[src/rtl/rpacs_pkg.sv]
// shared types and constants of the raster paint store
`default_nettype none

package rpacs_pkg;

  localparam int COORD_W    = 16;
  localparam int PIX_W      = 32;
  localparam int CAP_W      = 8;
  localparam int DIM_W      = 9;
  localparam int ACT_W      = 2;
  localparam int ALPHA_LSB  = 24;
  localparam int IN_DATA_W  = 72;
  localparam int CFG_IDX_W  = 2;
  localparam int CFG_DATA_W = 32;
  localparam int QUEUE_DEPTH = 4;
  localparam int QPTR_W     = $clog2(QUEUE_DEPTH);

  localparam logic [DIM_W-1:0] DIM_RESET = 9'd256;

  typedef enum logic [ACT_W-1:0] {
    ACT_PAINT = 2'd0,
    ACT_READ  = 2'd1,
    ACT_CLEAR = 2'd2
  } action_e;

  typedef enum logic [CFG_IDX_W-1:0] {
    REG_LAYER_WIDTH  = 2'd0,
    REG_LAYER_HEIGHT = 2'd1,
    REG_CLEAR_COLOR  = 2'd2
  } cfg_reg_e;

  typedef struct packed {
    action_e            kind;
    logic               in_layer;
    logic [PIX_W-1:0]   sample;
    logic [CAP_W-1:0]   cap;
  } cmd_t;

  localparam int CMD_W = ACT_W + 1 + PIX_W + CAP_W;

endpackage

`default_nettype wire

[src/rtl/rpacs_queue.sv]
// small command queue between front and back
`default_nettype none

module rpacs_queue #(
  parameter int WIDTH = 67
) (
  input  wire logic             clk_i,
  input  wire logic             rst_ni,
  input  wire logic             push_i,
  input  wire logic [WIDTH-1:0] push_data_i,
  output logic                  full_o,
  input  wire logic             pop_i,
  output logic                  valid_o,
  output logic [WIDTH-1:0]      data_o
);
  import rpacs_pkg::*;

  logic [WIDTH-1:0]  entry_q [QUEUE_DEPTH];
  logic [QPTR_W-1:0] wr_ptr_q, rd_ptr_q;
  logic [QPTR_W:0]   count_q;
  logic              do_push, do_pop;

  assign full_o  = (count_q == (QPTR_W+1)'(QUEUE_DEPTH));
  assign valid_o = (count_q != '0);
  assign data_o  = entry_q[rd_ptr_q];
  assign do_push = push_i && !full_o;
  assign do_pop  = pop_i && valid_o;

  always_ff @(posedge clk_i) begin
    if (do_push) begin
      entry_q[wr_ptr_q] <= push_data_i;
    end
  end

  always_ff @(posedge clk_i or negedge rst_ni) begin
    if (!rst_ni) begin
      wr_ptr_q <= '0;
      rd_ptr_q <= '0;
      count_q  <= '0;
    end else begin
      if (do_push) begin
        wr_ptr_q <= (wr_ptr_q == QPTR_W'(QUEUE_DEPTH-1)) ? '0 : wr_ptr_q + 1'b1;
      end
      if (do_pop) begin
        rd_ptr_q <= (rd_ptr_q == QPTR_W'(QUEUE_DEPTH-1)) ? '0 : rd_ptr_q + 1'b1;
      end
      if (do_push && !do_pop) begin
        count_q <= count_q + 1'b1;
      end else if (do_pop && !do_push) begin
        count_q <= count_q - 1'b1;
      end
    end
  end

endmodule

`default_nettype wire

[config.mk]
export PLATFORM = sky130hd
export DESIGN_NAME = rpacs_queue
export DESIGN_NICKNAME = d
export VERILOG_FILES = /design/src/rtl/rpacs_pkg.sv /design/src/rtl/rpacs_queue.sv
export SDC_FILE = /design/constraint.sdc
export NUM_CORES = 1
export LEC_CHECK = 0
export ABC_CLOCK_PERIOD_IN_PS = 4700
export BUFFER_PORTS_ARGS = -buffer_cell sky130_fd_sc_hd__buf_4
export CORE_UTILIZATION = 44
export DETAILED_ROUTE_END_ITERATION = 8
export SETUP_SLACK_MARGIN = 0.5
export SLEW_MARGIN = 20
export SYNTH_ARGS = -nofsm -noshare
export SYNTH_HDL_FRONTEND = slang
export SYNTH_SLANG_ARGS = --single-unit
[constraint.sdc]
create_clock -name clk_i -period 4.7 [get_ports clk_i]
set_clock_uncertainty 0.05 [all_clocks]
set_input_delay 0.94 -clock clk_i [delete_from_list [all_inputs] [get_ports clk_i]]
set_output_delay 0.94 -clock clk_i [all_outputs]
set_load 0.02 [all_outputs]
== Yosys cells after proc, flatten, opt, wreduce, memory -nomap -nowiden ==
Memory sizes are Yosys's and may differ from the RTL's.
Cells that the tools add are included.

* Add/subtract/negate cells: 4
* Equal/unequal tests: 3
* Muxes and demuxes: 6
* Reduce and logical (&&, ||, !) cells: 9

{| class="wikitable"
|+ Operators by type and width
! operator !! count
|-
| $mux 3 || 2
|-
| $add 2x1->2 const B || 2
|-
| $eq 2x2->1 const B || 2
|-
| $logic_and 1x1->1 || 4
|-
| $mux 2 || 2
|-
| $add 3x1->3 const B || 1
|-
| $eq 3x3->1 const B || 1
|-
| $logic_not 1->1 || 3
|-
| $reduce_bool 3->1 || 1
|-
| $sub 3x1->3 const B || 1
|-
| $mux 1 || 2
|-
| $reduce_bool 2->1 || 1
|}

* Flip-flop bits (word level): 7
* Memory bits (writable): 268
* Input port bits: 71
* Output and inout port bits: 69
* Memories kept: 1

{| class="wikitable"
|+ Memory list
! name !! depth !! width !! rd ports !! clocked after Yosys merged registers in !! write ports !! RTL line !! RTL
|-
| entry_q || 4 || 67 || 1 || 0 || 1 || rpacs_queue.sv:18 || <nowiki>logic [WIDTH-1:0] entry_q [QUEUE_DEPTH];</nowiki>
|}

== Depth between registers and ports, before layout ==
Gate-level depths: netlist (run 1).

* Word-level depth: 7
* Depth in mapped cells: 8
* Depth with buffers taken out: 8

== Least setup slack after synthesis (run 1) ==
No wires, ideal clock.

* Path kind: input -> register
* Start: input push_i
* End: memory entry_q[3][0] (enable)
* Library setup time: 0.494 ns
* Data arrival time: 3.809 ns
* Slack: 0.347 ns
* Stages on the path: 2
* Path through: nand2_1 > nor2_1

* Longest elaborated chain between the ends: 3

{| class="wikitable"
|+ RTL lines
! element !! RTL line !! RTL
|-
| start, declared || rpacs_queue.sv:9 || <nowiki>input wire logic push_i,</nowiki>
|-
| $logic_and 1x1->1 || rpacs_queue.sv:26 || <nowiki>assign do_push = push_i && !full_o;</nowiki>
|-
| $mux 1 || rpacs_queue.sv:30 || <nowiki>if (do_push) begin</nowiki>
|-
| $mux 1 (not written as such) || rpacs_queue.sv:31 || <nowiki>entry_q[wr_ptr_q] <= push_data_i;</nowiki>
|-
| end, declared || rpacs_queue.sv:18 ||
|}

No other way between the ends.

== Worst setup path after layout (run 1) ==
* Start: register rd_ptr_q[0]
* End: output data_o[54]

* Longest elaborated chain between the ends: 1

{| class="wikitable"
|+ RTL lines
! element !! RTL line !! RTL
|-
| start, declared || rpacs_queue.sv:19 || <nowiki>logic [QPTR_W-1:0] wr_ptr_q, rd_ptr_q;</nowiki>
|-
| start signal, assigned || rpacs_queue.sv:45 || <nowiki>rd_ptr_q <= (rd_ptr_q == QPTR_W'(QUEUE_DEPTH-1)) ? '0 : rd_ptr_q + 1'b1;</nowiki>
|-
| $mem_v2 4x67 || -- ||
|-
| end, declared || rpacs_queue.sv:14 || <nowiki>output logic [WIDTH-1:0] data_o</nowiki>
|}

No other way between the ends.

==> impl_metrics.csv, run 1 <==
group,metric,value,unit
cts,clockBufferDepth,3,
routing,route.detailed.drc,0,
logic_synthesis,synth.area.mux_share,15.5,%
pwr,power.share.switching,29.8,%
finish,final_area,0.0125,mm²
setup_path,critPathCaptureType,"primary output",
sta,slew_headroom,29.8,%
worst_hold_path,hold_class,"in -> async",
sta,min_period,3400,ps
logic_synthesis,syn-cell-area,0.0101,mm²
logic_synthesis,synth_simple_gate_area_share,0.656,%
sta,hold_ws,168,ps
cts,cts_resized,0,
floorplan,die-width,154,µm
logic_synthesis,syn_nets,466,
finish,nets,625,
pwr,vdd_ir_drop_max,537,µV
global_routing,grt_usage,15.9,%
routing,vias_per_cell,5.28,
placement,placed_area,0.0114,mm²
routing,postRouteAntennaNets,0,
cts,cts_tree,"yes",
global_routing,grt_overflow,0,
sta,worstMarginPinSlew,1050,ps
finish,nFillCells,1752,
sta,setup-violations-final,0,
finish,syn_to_final_growth,23.3,%
logic_synthesis,synth_top_area_cell,"edfxtp_1",
pwr,p_leak,0.00427,µW
floorplan,die-area,0.0236,mm²
placement,port_buffers,139,
logic_synthesis,synth_area_leaders,"edfxtp_1 80%, mux4_2 15%, dfrtp_1 1.7%",
setup_path,worstSetupStartpointType,"flip-flop",
global_routing,antenna_found_initial,0,
pwr,p_comb_share,31.0,%
pwr,pwr-share-seq,42.0,%
setup_path,cp.arrival,2410,ps
global_routing,grt_pass1_wl,28600,µm
pwr,clockPowerShare,27.0,%
pwr,p_switching,2500,µW
setup_path,r2r_slack,2420,ps
finish,num_antenna_cells,0,
cts,clock_sinks,275,
logic_synthesis,synth_top_family_by_area,"multiplexers",
logic_synthesis,yosys_warnings,0,
routing,drt-total-wl,18200,µm
logic_synthesis,synth-compound-area-share,0,%
cts,cts_max_level,1,
setup_path,cp.required,3710,ps
logic_synthesis,yosys.area_share.adder,0.940,%
setup_path,timing.rr.start,"count_q[2]",
logic_synthesis,ys_seq_elements,275,
outcome,outcome,"completed",
sta,period_share,72.4,%
floorplan,rows,55,
cts,postCtsSetupBuffers,0,
pwr,finalPower,8380,µW
routing,drtPass1Iterations,4,
global_routing,grt_pass1_vias,5075,
floorplan,core,0.0226,mm²
logic_synthesis,yosysSeqAreaShare,81.3,%
floorplan,initial_core_util,44.8,%
finish,seq_area,0.00823,mm²
global_routing,grt_max_degree,70,
cts,cts.clk_slew.worst_paths,60,ps
flow_run,drv_cap,0,
routing,vias,4501,
pwr,p_int,5880,µW
finish,multi_input_area,0.00177,mm²
floorplan,die_y,154,µm
setup_path,crit_type,"reg -> out",
setup_path,r2r-end,"entry_q[1][50]",
cts,clk-insertion-delay-late,520,ps
sta,hold_violations,0,
cts,root_buffer,"clkbuf_16",
logic_synthesis,syn_area_per_cell,26.1,µm²
placement,dp_hpwl,10200,µm
sta,drv_slew,0,
pwr,power.density,672,mW/mm²
routing,wire_per_inst,21.4,µm
sta,rsz0062_at_grt,"no",
finish,drive_gt1_share,46.5,%
logic_synthesis,synthXorXnorAreaFrac,0.260,%
setup_path,ff2ff_path_depth,4,
cts,numCtsBuffers,28,
setup_path,critPathMaxFanout,53,
floorplan,io_pins,140,
routing,drtIter0Drc,190,
placement,gp_congestion,0.678,
logic_synthesis,synth_cells,388,
sta,fmax,294,MHz
sta,setup_tns,0,ps
logic_synthesis,yosysTopAreaCellShare,79.6,%
cts,cts_hold_buf,0,
logic_synthesis,ys_types,20,
-- worst max path at each step --
stage                      from             to  slack, ps  cells after the start
CTS                 rd_ptr_q[0]     data_o[54]       1190                      3
detailed placement  rd_ptr_q[0]     data_o[54]       1760                      3
floorplan                push_i  entry_q[0][0]       1360                      2
global placement    rd_ptr_q[0]     data_o[54]       1770                      3
global route        rd_ptr_q[0]     data_o[54]       1110                      3
finish              rd_ptr_q[0]     data_o[54]       1300                      3
-- critical path: stages, from the launching register on --
cell and delay [ps]:
dfrtp_4 640, buf_12 440, mux4_2 600, buf_4 180
-- cell usage after synthesis (all sizes together) --
master / instances
or3: 1
nor2b: 1
xnor2: 1
xor2: 2
nor2: 4
ha: 6
mux4: 67
fa: 1
inv: 3
buf: 13
nor3b: 1
mux2: 5
nand2: 2
clkbuf: 3
and2: 3
edfxtp: 268
dfrtp: 7
-- logic make-up after synthesis --
group,count (synthesis)
fa+ha+maj,7
flops,275
xor+xnor,3
buf+inv,19
simple gates,12
mux,72
-- power groups by stage --
stage | registers, µW | logic [µW] | clock network [µW]
after detailed placement | 3600 | 2620 | 0
final | 3520 | 2590 | 2260
after floorplan | 3390 | 1820 | 0
after global placement | 3570 | 2600 | 0
after CTS | 3550 | 2620 | 2320
after global routing | 3590 | 2760 | 2410
-- sequential cells by signal (all words and copies together), names as in the netlist --
name and flops:
entry_q 268, count_q 3, rd_ptr_q 2, wr_ptr_q 2
-- layout make-up --
cell class,instances,area share (%)
clock buffer,31,5.88
clock inverter,20,1.76
inverter,3,0.0903
multi-input combinational,94,14.2
sequential,275,66.0
tap,285,2.86
timing repair buffer,145,9.25
-- per-layer routing --
metal / part of all wire [%] / vias up / track usage, %
met1: 42 / 2389 / 20.4
met3: 5.0 / 24 / 3.41
li1: - / 1981 / -
met5: 0 / - / 0
met2: 52 / 107 / 27.6
met4: 1.7 / 0 / 4.14
-- per-stage QoR --
stage	worst slack, ps	instances	util [%]
after floorplan	1360	388	-
after global placement	1770	799	50.7
after detailed placement	1760	799	50.7
after CTS	1190	850	54.9
after global routing	1110	853	55.3
final	1300	853	55.3
-- cells in the final DEF (no fill, tap or decap), drive strengths merged --
| cell type | netlist | layout |
|---|---|---|
| nand2 | 2 | 2 |
| edfxtp | 268 | 268 |
| mux4 | 67 | 67 |
| nor3b | 1 | 1 |
| xor2 | 2 | 2 |
| clkbuf | 3 | 31 |
| dfrtp | 7 | 7 |
| or3 | 1 | 1 |
| inv | 3 | 3 |
| ha | 6 | 6 |
| nor2b | 1 | 1 |
| mux2 | 5 | 5 |
| nor2 | 4 | 4 |
| fa | 1 | 1 |
| buf | 13 | 145 |
| bufinv | 0 | 5 |
| and2 | 3 | 3 |
| clkinv | 0 | 13 |
| xnor2 | 1 | 1 |
| clkinvlp | 0 | 2 |
No activity file was read; power rests on OpenSTA's default activity.
==> run 2, diff against run 1 <==
--- a/config.mk
+++ b/config.mk
@@ -5,7 +5,7 @@
 export SDC_FILE = /design/constraint.sdc
 export NUM_CORES = 1
 export LEC_CHECK = 0
-export ABC_CLOCK_PERIOD_IN_PS = 4700
+export ABC_CLOCK_PERIOD_IN_PS = 3500
 export BUFFER_PORTS_ARGS = -buffer_cell sky130_fd_sc_hd__buf_4
 export CORE_UTILIZATION = 44
 export DETAILED_ROUTE_END_ITERATION = 8
==> constraint.sdc (replaced) <==
create_clock -name clk_i -period 3.5 [get_ports clk_i]
set_clock_uncertainty 0.05 [all_clocks]
set_input_delay 0.7 -clock clk_i [delete_from_list [all_inputs] [get_ports clk_i]]
set_output_delay 0.7 -clock clk_i [all_outputs]
set_load 0.02 [all_outputs]
==> impl_metrics.csv, run 2 (synthesis results as in run 1) <==
group,metric,value,unit
outcome,outcome,"completed",
sta,period_share,81.7,%
finish,postLayoutCoreUtil,56.0,%
cts,numCtsBuffers,29,
worst_hold_path,hold_class,"in -> reg",
setup_path,r2r_slack,1230,ps
setup_path,path_depth,3,
routing,drt-total-wl,19000,µm
pwr,p_comb_share,32.6,%
routing,route.detailed.drc,0,
pwr,power.share.switching,29.7,%
finish,nets,637,
sta,slew_headroom,56.3,%
setup_path,crit_start,"rd_ptr_q[1]",
finish,syn_to_final_growth,25.1,%
pwr,clockPowerShare,27.8,%
finish,top_regs,"entry_q: 268 flops, count_q: 3 flops",
cts,cts_resized,0,
setup_path,crit_chain,"buf_4, mux4_2, buf_4",
global_routing,antenna_found_initial,0,
cts,root_buffer,"clkbuf_16",
setup_path,timing.rr.start,"count_q[0]",
setup_path,path_common_cell,"buf_4",
setup_path,crit_type,"reg -> out",
pwr,p_leak,0.00436,µW
routing,vias,4517,
floorplan,die-width,154,µm
global_routing,grt_usage,16.4,%
cts,cts_tree,"yes",
sta,setup_tns,0,ps
sta,drv_slew,0,
flow_run,drv_cap,0,
routing,wire_per_inst,21.9,µm
pwr,p_switching,3440,µW
sta,setup-violations-final,0,
setup_path,cp.required,2750,ps
placement,placed_area,0.0116,mm²
finish,largest_reg_flops,268,
finish,nFillCells,1730,
global_routing,grt_overflow,0,
finish,multi_input_area,0.00177,mm²
finish,layout_common_cells,"268 x edfxtp_1, 148 x buf_4, 67 x mux4_2",
setup_path,cp.arrival,2110,ps
setup_path,critPathCaptureType,"primary output",
cts,clk-insertion-delay-late,530,ps
cts,clockBufferDepth,3,
floorplan,initial_core_util,44.8,%
finish,final_area,0.0126,mm²
setup_path,r2r-end,"count_q[2]",
setup_path,cpMaxStageDelayCell,"dfrtp_4",
pwr,power.density,916,mW/mm²
placement,port_buffers,139,
setup_path,path_delay_family,"flip-flops",
setup_path,slowest_delay,660,ps
finish,num_antenna_cells,0,
finish,drive_gt1_share,47.8,%
finish,final_common_cell,"edfxtp_1",
global_routing,grt_max_degree,44,
routing,drtIter0Drc,260,
setup_path,cp-endpoint,"data_o[23]",
finish,top_register,"entry_q",
floorplan,die-area,0.0236,mm²
routing,postRouteAntennaNets,0,
cts,cts.clk_slew.worst_paths,60,ps
placement,dp_hpwl,11100,µm
setup_path,ff2ff_path_depth,8,
finish,seq_area,0.00823,mm²
routing,vias_per_cell,5.22,
sta,rsz0062_at_grt,"no",
pwr,p_int,8140,µW
routing,drtPass1Iterations,4,
global_routing,grt_pass1_vias,5065,
placement,gp_congestion,0.687,
floorplan,die_y,154,µm
setup_path,critPathMaxFanout,20,
cts,clock_sinks,275,
sta,fmax,350,MHz
sta,worstMarginPinSlew,654,ps
pwr,vdd_ir_drop_max,519,µV
floorplan,io_pins,140,
sta,min_period,2860,ps
setup_path,worstSetupStartpointType,"flip-flop",
setup_path,cp.buffers_inverters,2,
global_routing,grt_pass1_wl,28800,µm
sta,hold_violations,0,
floorplan,rows,55,
cts,cts_max_level,1,
pwr,pwr-share-seq,39.6,%
floorplan,core,0.0226,mm²
-- run 2: worst min path at each step --
stage / from / endpoint / slack, ps / cells after the start
floorplan: rst_ni / count_q[0] / 350 / 0
global placement: count_q[2] / count_q[2] / 410 / 1
detailed placement: count_q[2] / count_q[2] / 430 / 1
CTS: push_data_i[44] / entry_q[3][44] / 290 / 1
global route: push_data_i[16] / entry_q[3][16] / 300 / 1
finish: push_data_i[16] / entry_q[1][16] / 320 / 1
-- run 2: final cells by class --
type | instances | area share (%)
sequential | 275 | 65.1
clock inverter | 22 | 2.26
tap | 285 | 2.82
inverter | 3 | 0.0890
multi-input combinational | 94 | 14.0
clock buffer | 31 | 5.80
timing repair buffer | 156 | 9.97
-- run 2: power groups by stage --
| stage | Clock, µW | Combinational [µW] | Sequential, µW |
|---|---|---|---|
| finish | 3220 | 3770 | 4580 |
| global placement | 0 | 3610 | 4750 |
| CTS | 3300 | 3890 | 4600 |
| global route | 3410 | 4020 | 4650 |
| floorplan | 0 | 2440 | 4530 |
| detailed placement | 0 | 3640 | 4790 |
-- run 2: stage by stage --
stage,std cells,power [µW],setup WS (ps),hold WS (ps)
2_1_floorplan,388,6980,538,354
3_3_place_gp,807,8360,811,413
3_5_place_dp,807,8430,798,426
4_1_cts,866,11800,575,294
5_1_grt,866,12100,520,298
6_report,866,11600,641,319
-- run 2: per-layer routing --
layer	up-vias	share of wire, %	track usage [%]	routed length, µm
li1	2006	-	-	-
met1	2387	41	20.4	7720
met2	95	53	29.2	10000
met3	29	4.7	3.30	897
met4	0	1.6	4.67	301
met5	-	0	0	0
-- run 2: what timing repair did --
item                       CTS  global route
hold buffers                 1             0
setup endpoints to repair   48             0
setup buffers                5             0
hold endpoints to repair     7             0
