===== src/rtl/rpacs_pkg.sv =====
// shared types and constants of the raster paint store
`default_nettype none

package rpacs_pkg;

  localparam int COORD_W    = 16;
  localparam int PIX_W      = 32;
  localparam int CAP_W      = 8;
  localparam int DIM_W      = 9;
  localparam int ACT_W      = 2;
  localparam int ALPHA_LSB  = 24;
  localparam int IN_DATA_W  = 72;
  localparam int CFG_IDX_W  = 2;
  localparam int CFG_DATA_W = 32;
  localparam int QUEUE_DEPTH = 4;
  localparam int QPTR_W     = $clog2(QUEUE_DEPTH);

  localparam logic [DIM_W-1:0] DIM_RESET = 9'd256;

  typedef enum logic [ACT_W-1:0] {
    ACT_PAINT = 2'd0,
    ACT_READ  = 2'd1,
    ACT_CLEAR = 2'd2
  } action_e;

  typedef enum logic [CFG_IDX_W-1:0] {
    REG_LAYER_WIDTH  = 2'd0,
    REG_LAYER_HEIGHT = 2'd1,
    REG_CLEAR_COLOR  = 2'd2
  } cfg_reg_e;

  typedef struct packed {
    action_e            kind;
    logic               in_layer;
    logic [PIX_W-1:0]   sample;
    logic [CAP_W-1:0]   cap;
  } cmd_t;

  localparam int CMD_W = ACT_W + 1 + PIX_W + CAP_W;

endpackage

`default_nettype wire


===== src/rtl/rpacs_front.sv =====
// front end: accepts items, bounds check, address compute, classification
`default_nettype none

module rpacs_front #(
  parameter int MAX_WIDTH  = 256,
  parameter int MAX_HEIGHT = 256,
  parameter int AW         = 16
) (
  input  wire logic                           s_axis_tvalid,
  output logic                                s_axis_tready,
  input  wire logic [rpacs_pkg::IN_DATA_W-1:0] s_axis_tdata,
  input  wire logic [rpacs_pkg::ACT_W-1:0]    s_axis_tuser,
  input  wire logic [rpacs_pkg::DIM_W-1:0]    layer_width_i,
  input  wire logic [rpacs_pkg::DIM_W-1:0]    layer_height_i,
  input  wire logic                           q_full_i,
  input  wire logic                           sweep_i,
  output logic                                push_o,
  output rpacs_pkg::cmd_t                     cmd_o,
  output logic [AW-1:0]                       addr_o
);
  import rpacs_pkg::*;

  localparam int XW = $clog2(MAX_WIDTH + 1);
  localparam int YW = $clog2(MAX_HEIGHT + 1);

  logic [COORD_W-1:0] pos_x, pos_y;
  logic [XW-1:0]      eff_w;
  logic [YW-1:0]      eff_h;
  logic               in_layer;
  logic               keep;
  action_e            act;

  assign pos_x = s_axis_tdata[15:0];
  assign pos_y = s_axis_tdata[31:16];
  assign act   = action_e'(s_axis_tuser);

  // oversized dimensions saturate
  assign eff_w = (32'(layer_width_i) > 32'(MAX_WIDTH)) ? XW'(MAX_WIDTH) : XW'(layer_width_i);
  assign eff_h = (32'(layer_height_i) > 32'(MAX_HEIGHT)) ? YW'(MAX_HEIGHT)
                                                          : YW'(layer_height_i);

  assign in_layer = !pos_x[COORD_W-1] && !pos_y[COORD_W-1]
                 && (32'(pos_x[COORD_W-2:0]) < 32'(eff_w))
                 && (32'(pos_y[COORD_W-2:0]) < 32'(eff_h));

  assign addr_o = AW'(32'(pos_y[COORD_W-2:0]) * 32'(eff_w) + 32'(pos_x[COORD_W-2:0]));

  always_comb begin
    case (act)
      ACT_PAINT: keep = in_layer;
      ACT_READ:  keep = 1'b1;
      ACT_CLEAR: keep = 1'b1;
      default:   keep = 1'b0;
    endcase
  end

  assign s_axis_tready = !q_full_i && !sweep_i;
  assign push_o        = s_axis_tvalid && s_axis_tready && keep;

  assign cmd_o.kind     = act;
  assign cmd_o.in_layer = in_layer;
  assign cmd_o.sample   = s_axis_tdata[63:32];
  assign cmd_o.cap      = s_axis_tdata[71:64];

endmodule

`default_nettype wire


===== config.mk =====
export PLATFORM = sky130hd
export DESIGN_NAME = rpacs_front
export DESIGN_NICKNAME = d
export VERILOG_FILES = /design/src/rtl/rpacs_pkg.sv /design/src/rtl/rpacs_front.sv
export SDC_FILE = /design/constraint.sdc
export NUM_CORES = 1
export LEC_CHECK = 0
export ABC_AREA = 1
export BUFFER_PORTS_ARGS = -buffer_cell sky130_fd_sc_hd__buf_2
export CAP_MARGIN = 20
export CELL_PAD_IN_SITES_DETAIL_PLACEMENT = 0
export CELL_PAD_IN_SITES_GLOBAL_PLACEMENT = 1
export CORE_AREA = 2 2 99 140
export DETAILED_ROUTE_END_ITERATION = 7
export DIE_AREA = 0 0 101 142
export PLACE_DENSITY = 0.91
export SETUP_SLACK_MARGIN = 0.3
export SYNTH_ARGS = -nofsm -noshare
export SYNTH_HDL_FRONTEND = slang
export SYNTH_SLANG_ARGS = --single-unit

===== constraint.sdc =====
create_clock -name vclk -period 5.2
set_input_delay 0.26 -clock vclk [all_inputs]
set_output_delay 0.26 -clock vclk [all_outputs]
set_load 0.02 [all_outputs]

After elaboration in Yosys (flattened, before gate mapping)
Index checks and enable logic that the tools add are counted.
Storage, ports and cells
  flip-flop bits (word level): 0
  input bits: 95
  output and inout port bits: 61
  logic and storage cells: 23
Cells by class
  $add $sub $neg: 1
  multipliers: 1
  $lt $le $gt $ge: 4
  eq/ne operators: 2
  muxes and demuxes: 3
  reduce and logical (&&, ||, !) cells: 12
Operators with widths (count)
  15-bit by 9-bit less-than comparator with 1-bit output: 2
  9-bit greater-than comparator, second input constant: 2
  9-bit 2-to-1 mux: 2
  16-bit by 15-bit adder with 16-bit output: 1
  15-bit by 9-bit multiplier with 16-bit output: 1
  1-bit logical AND: 6
  1-bit zero test: 4
  2-bit by 1-bit equality test with 1-bit output, second input constant: 1
  2-bit equality test, second input constant: 1
  2-bit zero test: 1
  1-bit case mux with 2 select lines: 1
  2-bit OR reduction: 1

Longest topological paths before layout
Gate-level depths: netlist of run 1.
  word-level depth: 7
  mapped depth: 26
  gate-level depth less buffers: 25

Least setup slack after synthesis of run 1
OpenSTA, ideal clock, no wires.
  kind: input -> output
  start: input port layer_width_i[5] (netlist name)
  end: output port addr_o[12]
  arrival: 5.207 ns
  required time: 4.940 ns
  slack: -0.267 ns
  cell stages on the path: 24
  path buffers: 1
  path through: nor2_1 > nand2_1 > o21ai_0 > nand2_1 > inv_1 > clkbuf_1 > nand2_1 > fa_1 > inv_1 > fa_1 > inv_1 > fa_1 > inv_1 > fa_1 > inv_1 > fa_1 > inv_1 > ha_1 > a21oi_1 > o21a_1 > nand2_1 > a21oi_1 > o21ai_0 > xor2_1
Between the ends
  word-level cells in the longest chain between the ends: 4
RTL lines
  start, declared: line rpacs_front.sv:13  | input wire logic [rpacs_pkg::DIM_W-1:0] layer_width_i,
  9-bit greater-than comparator: line rpacs_front.sv:38  | assign eff_w = (32'(layer_width_i) > 32'(MAX_WIDTH)) ? XW'(MAX_WIDTH) : XW'(layer_width_i);
  9-bit 2-to-1 mux (*): line rpacs_front.sv:38
  15-bit by 9-bit multiplier with 16-bit output (*): line rpacs_front.sv:46  | assign addr_o = AW'(32'(pos_y[COORD_W-2:0]) * 32'(eff_w) + 32'(pos_x[COORD_W-2:0]));
  16-bit by 15-bit adder with 16-bit output (*): line rpacs_front.sv:46
  end, declared: line rpacs_front.sv:19  | output logic [AW-1:0] addr_o
Every way passes the cells marked *; elsewhere a longest branch is shown, timed or not.

Worst setup path in the final report of run 1
  start: input port layer_width_i[0] (netlist name)
  end: output port addr_o[15]
The elaborated chain is that of the path after synthesis.

==> results of run 1 <==
==> cells in the final DEF, fill, tap and decap left out, types with 3 or more instances in the layout <==
cell type    n
a21oi_1     13
a21oi_2      5
buf_12       4
buf_2       60
buf_4       70
buf_6       14
fa_1        77
ha_1        37
ha_4        12
inv_1      130
inv_2       11
nand2_1    117
nand2_2     11
nand2_4      4
nand3_1     13
nand3b_1     6
nor2_1      60
nor2_2       4
nor2_4       3
nor3_1       3
o21ai_2      5
xnor2_1      5
xor2_1       7
xor2_2       4
==> how the worst max path moves through the flow <==
stage	startpoint	end	slack (ns)	cells after the start
after floorplan	layer_width_i[2]	addr_o[12]	0.29	25
after global placement	layer_width_i[1]	addr_o[15]	-0.06	26
after detailed placement	layer_width_i[5]	addr_o[15]	-0.17	25
after CTS	layer_width_i[5]	addr_o[15]	0.02	25
after global routing	layer_width_i[6]	addr_o[15]	-0.20	25
final	layer_width_i[0]	addr_o[15]	0.01	25
==> report_power, final <==
part	internal (mW)	switching (mW)
Sequential	0	0
Combinational	1.31	1.39
Clock	0	0
Total	1.31	1.39
==> through the flow <==
stage          power [mW]  hold WS [ns]
2_1_floorplan       1.377        0.6022
3_5_place_dp        2.117        0.5201
5_1_grt             2.937        0.5200
4_1_cts             2.478        0.5201
3_3_place_gp        2.088        0.5201
6_report            2.697        0.5200
==> area by class of cell <==
cell class                 count  area, um^2  area share (%)
timing repair buffer         151        1111           19.43
inverter                     144       558.0           9.759
multi-input combinational    412        3854           67.40
tap                          156       195.2           3.414
==> per-layer routing <==
layer | up-vias | wire (um)
met5 | - | 0
met2 | 120 | 7025
met1 | 1946 | 4060
li1 | 1954 | -
met4 | 0 | 857
met3 | 52 | 563
==> kinds of logic (layout without fill, tap and decap cells) <==
logic type | Yosys count | in the layout | synth area share, %
AO/OA/AOI/OAI | 35 | 35 | 4.486
XOR/XNOR | 17 | 17 | 3.400
adder cells (fa/ha/maj) | 127 | 127 | 49.66
buffers and inverters | 192 | 295 | 20.43
AND/OR/NAND/NOR | 233 | 233 | 22.03
==> timing repair <==
item / 4_1_cts / 5_1_grt
cloned: 0 / 1
setup endpoints to repair: 9 / 10
setup buffers: 3 / 2
hold buffers: 0 / 0
pin swaps: 24 / 31
resized for setup: 36 / 54
==> results.yml, run 1 <==
outcome:
  status: "finished, final reports clean"
floorplan:
  io_pins: 156
  start_util_pct: 33.33
  rows: 50
  die_w_um: 101
  coreArea_mm2: 0.01314
  die_area_mm2: 0.01434
  die_h_um: 142
sta:
  rsz0062_at_grt: "yes"
  tightest_slew_ns: 0.4127
  relSlewSlack_pct: 72.37
  min_period_over_period_pct: 99.72
  final_hold_viol_count: 0
  finalCriticalPeriod_ns: 5.186
  slew_violations: 0
  fin_tns_setup_ns: 0
  fmax_ghz: 0.1928
  setup_viol: 0
  fin_ws_ns: 0.01448
route:
  first_pass_iters: 4
  routed_wl_um: 12510
  routedWlPerCell_um: 14.49
  viasPerCell: 4.718
  dr.first_iter.drc_count: 189
  drc: 0
  vias: 4072
  drtAntennaViolNets: 0
setup_path:
  crit_fanout: 5
  path_class: "input pin to output port"
  path_delay_family: "adder cells"
  arrival_ns: 4.93
  crit_buf_inv: 9
  cp-end-kind: "output port"
  cpMaxStageDelayCell: "fa_1"
  crit_top_cell: "fa_1"
  start_kind: "input pin"
  slowest_delay_ns: 0.55
  critPathRequiredTime_ns: 4.94
synthesis:
  seq_area_frac_synth_pct: 0
  synth_warnings: 0
  yosys-top-cells-area: "fa_1 (36%), ha_1 (14%), inv_1 (12%)"
  synth_area_per_cell_um2: 7.250
  synthCells: 604
  yosysMostFrequentCell: "inv_1"
  yosys-top-cells-count: "inv_1 (140), nand2_1 (128), fa_1 (78), nor2_1 (66), ha_1 (49)"
  synth_cell_types: 33
  syn_nets: 826
  yosysTopAreaCell: "fa_1"
  synth_top_area_share_pct: 35.66
  syn_area_mm2: 0.004379
final_layout:
  finish.utilization_pct: 43.52
  seq_cells: 0
  layout.cells.non_filler: 863
  finalNetCount: 931
  clkbuf_count: 0
  area_delta_synth_final_pct: 30.57
  drive_gt1_share_pct: 31.68
  antenna_cells: 0
  final_area_mm2: 0.005718
  seq_area_um2: 0
  fill_cells: 1313
pwr:
  peakVddDrop_v: 0.0003196
  leakagePower_nw: 3.123
  power.density_mw_per_mm2: 471.6
global_routing:
  grt_max_degree: 11
  top_usage_layer: "met2"
  met2_usage_pct: 35.26
  met1_usage_pct: 17.87
  overflow: 0
  track_usage_pct: 17.83
  grt_pass1_wl_um: 20290
  antenna_found_initial: 0
  first_global_vias: 4491
  met3_usage_pct: 1.375
placement:
  place_ws_ns: -0.1733
  dp_hpwl_um: 10770
  place_congestion: 0.9094
  place_area_mm2: 0.005263
  port_buffers: 76
  placedCellCount: 857
hold_path:
  min_from: "s_axis_tdata[36]"
  hold_path_end: "cmd_o[12]"
  hold_depth: 0
  worstHoldPathType: "input pin to output port"
job:
  maxCapViolations: 0
Power figures use the tool's default switching activity.
==> run 2, diff against run 1 <==
--- a/config.mk
+++ b/config.mk
@@ -5,15 +5,14 @@
 export SDC_FILE = /design/constraint.sdc
 export NUM_CORES = 1
 export LEC_CHECK = 0
-export ABC_AREA = 1
 export BUFFER_PORTS_ARGS = -buffer_cell sky130_fd_sc_hd__buf_2
 export CAP_MARGIN = 20
 export CELL_PAD_IN_SITES_DETAIL_PLACEMENT = 0
 export CELL_PAD_IN_SITES_GLOBAL_PLACEMENT = 1
-export CORE_AREA = 2 2 99 140
+export CORE_AREA = 2 2 99 139
 export DETAILED_ROUTE_END_ITERATION = 7
-export DIE_AREA = 0 0 101 142
-export PLACE_DENSITY = 0.91
+export DIE_AREA = 0 0 101 141
+export PLACE_DENSITY = 0.88
 export SETUP_SLACK_MARGIN = 0.3
 export SYNTH_ARGS = -nofsm -noshare
 export SYNTH_HDL_FRONTEND = slang
==> results.yml, run 2 <==
placement:
  place_congestion: 0.8767
  port_buffers: 76
  placedCellCount: 741
  dp_hpwl_um: 9659
sta:
  min_period_over_period_pct: 97.35
  holdWs_ns: 0.5200
  relSlewSlack_pct: 54.84
  slew_violations: 0
  finalCriticalPeriod_ns: 5.062
  setup_viol: 0
  final_hold_viol_count: 0
  tightest_slew_ns: 0.6712
  rsz0062_at_grt: "yes"
  fmax_ghz: 0.1975
route:
  vias: 3631
  wl_met1_um: 4128
  drc: 0
  dr.first_iter.drc_count: 105
  viasPerCell: 4.771
  dr.max_layer_used: "met4"
  dr_wl_met2_um: 6580
  dr_wl_met3_um: 389
  routed_wl_um: 11510
  first_pass_iters: 4
  routedWlPerCell_um: 15.13
  drtAntennaViolNets: 0
final_layout:
  clkbuf_count: 0
  seq_cells: 0
  final_cell_mix: "inv_1 (102), fa_1 (77), nand2_1 (70)"
  fill_cells: 1339
  area_delta_synth_final_pct: 25.73
  seq_area_um2: 0
  drive_gt1_share_pct: 32.07
  antenna_cells: 0
  final_common_cell: "inv_1"
  finalNetCount: 829
  layout.cells.non_filler: 761
synthesis:
  syn_area_mm2: 0.004309
  synth_warnings: 0
  synth_cell_types: 43
  yosys-top-cells-count: "inv_1 (108), fa_1 (78), nand2_1 (75), ha_1 (49), and2_1 (44)"
  synth_top_area_share_pct: 36.24
  synthCells: 523
  yosysTopAreaCell: "fa_1"
  seq_area_frac_synth_pct: 0
  synth_area_per_cell_um2: 8.239
  yosys-top-cells-area: "fa_1 (36%), ha_1 (14%), inv_1 (9.4%)"
  syn_nets: 745
  yosysMostFrequentCell: "inv_1"
floorplan:
  start_util_pct: 32.80
  die_w_um: 101
  die_h_um: 141
  coreArea_mm2: 0.01314
  io_pins: 156
  die_area_mm2: 0.01424
  rows: 50
global_routing:
  first_global_vias: 4032
  antenna_found_initial: 0
  overflow: 0
  grt_pass1_wl_um: 19380
  track_usage_pct: 16.95
  grt_max_degree: 11
setup_path:
  arrival_ns: 4.80
  path_class: "input pin to output port"
  crit_fanout: 7
  start_kind: "input pin"
  critPathRequiredTime_ns: 4.94
  cp-end-kind: "output port"
  crit_start: "layer_width_i[8]"
hold_path:
  worstHoldPathType: "input pin to output port"
  min_from: "s_axis_tdata[35]"
job:
  maxCapViolations: 0
pwr:
  power.density_mw_per_mm2: 453.9
  leakagePower_nw: 2.833
  peakVddDrop_v: 0.0002767
  p_total_mw: 2.459
outcome:
  status: "finished, final reports clean"
-- run 2: changes by cell type after synthesis, moves of 5 or more --
cell      delta
a21o_1       +8
clkbuf_1     +5
inv_1       -32
nor2_1      -57
a21oi_1      -7
o21ai_1      +5
and2_1      +43
xnor2_1     +12
nand3b_1     -6
nor2b_1      +8
xor2_1       -8
nand3_1     -10
nand2_1     -53
-- run 2: logic make-up after synthesis --
| kind of cell | share of synthesized area (%) |
|---|---|
| simple gates | 17.97 |
| mux | 0.2613 |
| fa+ha+maj | 50.46 |
| buf+inv | 18.32 |
| xor+xnor | 5.952 |
| compound gates | 7.026 |
-- run 2: through the flow --
stage               setup TNS [ns]  cell area, um^2  utilization [%]  setup WS (ns)
global placement           -0.2298             4949            37.67       -0.09329
detailed placement         -0.4166             4949            37.67        -0.1373
CTS                              0             5298            40.32         0.1111
global route               -0.1006             5418            41.24       -0.03972
floorplan                        0             4487                -         0.2872
finish                           0             5418            41.24         0.1379
-- run 2: cell type report --
type	instances	area, um^2	area share, %
well taps	156	195.2	3.603
repair buffers	137	948.4	17.51
multi-input cells	358	3861	71.27
inverters	110	412.9	7.621
-- run 2: path summary, 6_finish.rpt --
| check | to | cells past startpoint |
|---|---|---|
| min | cmd_o[11] | 0 |
| max | addr_o[15] | 22 |
-- run 2: timing repair --
action,in CTS,in global routing
hold buffers,0,0
buffers inserted,11,5
gates cloned,4,0
pin swaps,16,22
resized for setup,52,20
setup endpoints to repair,8,9
-- run 2: critical path, cell delays in order --
cell and delay (ns):
buf_16 0.13, nor2b_4 0.12, buf_12 0.13, nand2_4 0.05
fa_1 0.55, inv_2 0.04, fa_1 0.47, inv_1 0.05
fa_1 0.49, inv_2 0.05, fa_1 0.55, inv_2 0.04
fa_1 0.49, inv_2 0.05, ha_4 0.28, o21ai_2 0.06
a21oi_2 0.18, o31ai_4 0.13, a31oi_4 0.26, a31oi_4 0.12
xnor2_2 0.15, buf_4 0.15
-- run 2: layer usage --
layer  GRT usage, %  vias up
li1               -     1715
met1          18.50     1803
met2          33.68       87
met3          1.289       26
met4          5.263        0
met5              0        -
-- run 2: power breakdown --
group / internal, mW / switching (mW)
Sequential: 0 / 0
Clock: 0 / 0
Combinational: 1.21 / 1.25
Total: 1.21 / 1.25
==> run 3, diff against run 2 <==
==> constraint.sdc (replaced) <==
create_clock -name vclk -period 5.2
set_input_delay 0.52 -clock vclk [all_inputs]
set_output_delay 0.52 -clock vclk [all_outputs]
set_load 0.02 [all_outputs]
==> results.yml, run 3 (same netlist as run 2, synthesis figures left out) <==
floorplan:
  coreArea_mm2: 0.01314
  die_h_um: 141
  die_area_mm2: 0.01424
  io_pins: 156
  start_util_pct: 32.80
  die_w_um: 101
  rows: 50
setup_path:
  path_cells: "buf_12 > buf_4 > nor2b_2 > buf_4 > nand2_1 > fa_1 > fa_1 > inv_1 > fa_1 > fa_1 > inv_1 > fa_1 > inv_2 > ha_4 > a21o_1 > a21o_1 > a2111oi_4 > buf_4 > nor2_4 > o211ai_1 > buf_4"
  crit_start: "layer_width_i[8]"
  crit_top_cell: "fa_1"
  critPathRequiredTime_ns: 4.68
  cpMaxStageDelayCell: "fa_1"
  slowest_delay_ns: 0.55
  start_kind: "input pin"
  path_class: "input pin to output port"
  cp-end-kind: "output port"
  arrival_ns: 5.17
  crit_fanout: 6
global_routing:
  antenna_found_initial: 0
  grt_pass1_wl_um: 19670
  overflow: 0
  track_usage_pct: 17.21
  first_global_vias: 4170
  grt_max_degree: 11
sta:
  tightest_slew_ns: 0.6034
  holdWs_ns: 1.040
  finalCriticalPeriod_ns: 5.687
  relSlewSlack_pct: 59.40
  fin_ws_ns: -0.4867
  fmax_ghz: 0.1758
  min_period_over_period_pct: 109.4
  slew_violations: 0
  rsz0062_at_grt: "yes"
  final_hold_viol_count: 0
  setup_viol: 8
hold_path:
  worstHoldPathType: "input pin to output port"
  min_from: "s_axis_tdata[34]"
  hold_path_end: "cmd_o[10]"
  hold_depth: 0
final_layout:
  drive_gt1_share_pct: 35.29
  antenna_cells: 0
  seq_cells: 0
  final_common_cell: "inv_1"
  seq_area_um2: 0
  finalNetCount: 853
  fill_cells: 1323
  area_delta_synth_final_pct: 31.74
  final_cell_mix: "inv_1 (103), buf_4 (85), fa_1 (78)"
  final_area_mm2: 0.005677
  clkbuf_count: 0
  finish.utilization_pct: 43.21
  multi_input_area_mm2: 0.003925
  layout.cells.non_filler: 785
pwr:
  leakagePower_nw: 2.960
  p_switching_mw: 1.295
  p_total_mw: 2.614
  peakVddDrop_v: 0.0002553
  power.density_mw_per_mm2: 460.5
  internal_power_mw: 1.319
  p_comb_share_pct: 100.0
  p_clk_share_pct: 0
  p_sw_share_pct: 49.55
  seq_power_share_pct: 0
placement:
  placedCellCount: 772
  place_congestion: 0.8799
  dp_hpwl_um: 9960
  port_buffers: 76
  place_area_mm2: 0.005263
route:
  viasPerCell: 4.708
  first_pass_iters: 4
  routedWlPerCell_um: 14.61
  drc: 0
  drtAntennaViolNets: 0
  dr.first_iter.drc_count: 78
  routed_wl_um: 11470
  vias: 3696
job:
  maxCapViolations: 0
outcome:
  violations: "setup timing"
  status: "complete, but fails checks"
cts:
  cts_hold_buf: 0
==> run 3: cell types whose count changed in the layout (fill, tap and decap cells not counted), sizes merged <==
cell / change
buf: +25
nor2b: -1
==> run 3: how the worst max path moves through the flow <==
stage,cells after the start,endpoint
after global placement,21,addr_o[15]
after global routing,20,addr_o[14]
after floorplan,19,addr_o[14]
after CTS,21,addr_o[14]
final,21,addr_o[14]
after detailed placement,21,addr_o[15]
==> run 3: power groups by stage <==
stage          Combinational (mW)  Clock [mW]  Sequential (mW)
3_3_place_gp                 2.18           0                0
6_report                     2.61           0                0
4_1_cts                      2.53           0                0
2_1_floorplan                1.53           0                0
5_1_grt                      2.86           0                0
3_5_place_dp                 2.20           0                0
==> run 3: layout make-up <==
type               count  area share (%)
multi-input cells    357           69.14
repair buffers       162           20.15
inverters            110           7.274
well taps            156           3.438
==> run 3: through the flow <==
stage / worst slack [ns] / setup TNS (ns)
2_1_floorplan: -0.1813 / -0.5471
3_3_place_gp: -0.8056 / -4.397
3_5_place_dp: -0.8150 / -4.816
4_1_cts: -0.5315 / -2.813
5_1_grt: -0.6998 / -4.331
6_report: -0.4867 / -2.540
==> run 3: routing by layer <==
| layer | wire (um) | up-vias | track usage [%] |
|---|---|---|---|
| met5 | 0 | - | 0 |
| li1 | - | 1760 | - |
| met2 | 6320 | 92 | 33.47 |
| met3 | 392 | 44 | 1.289 |
| met1 | 4102 | 1800 | 18.67 |
| met4 | 650 | 0 | 7.112 |
==> run 3: critical path: cells and delay by family <==
family	cells	cell delay, ns
buffers and inverters	8	0.91
AND/OR/NAND/NOR	3	0.25
AO/OA/AOI/OAI	4	0.78
adder cells (fa/ha/maj)	6	2.71
==> run 3: what timing repair did <==
item	4_1_cts	5_1_grt
resized for setup	50	16
pin swaps	39	13
buffers inserted	12	0
cloned	1	0
endpoints found under the setup margin	11	11
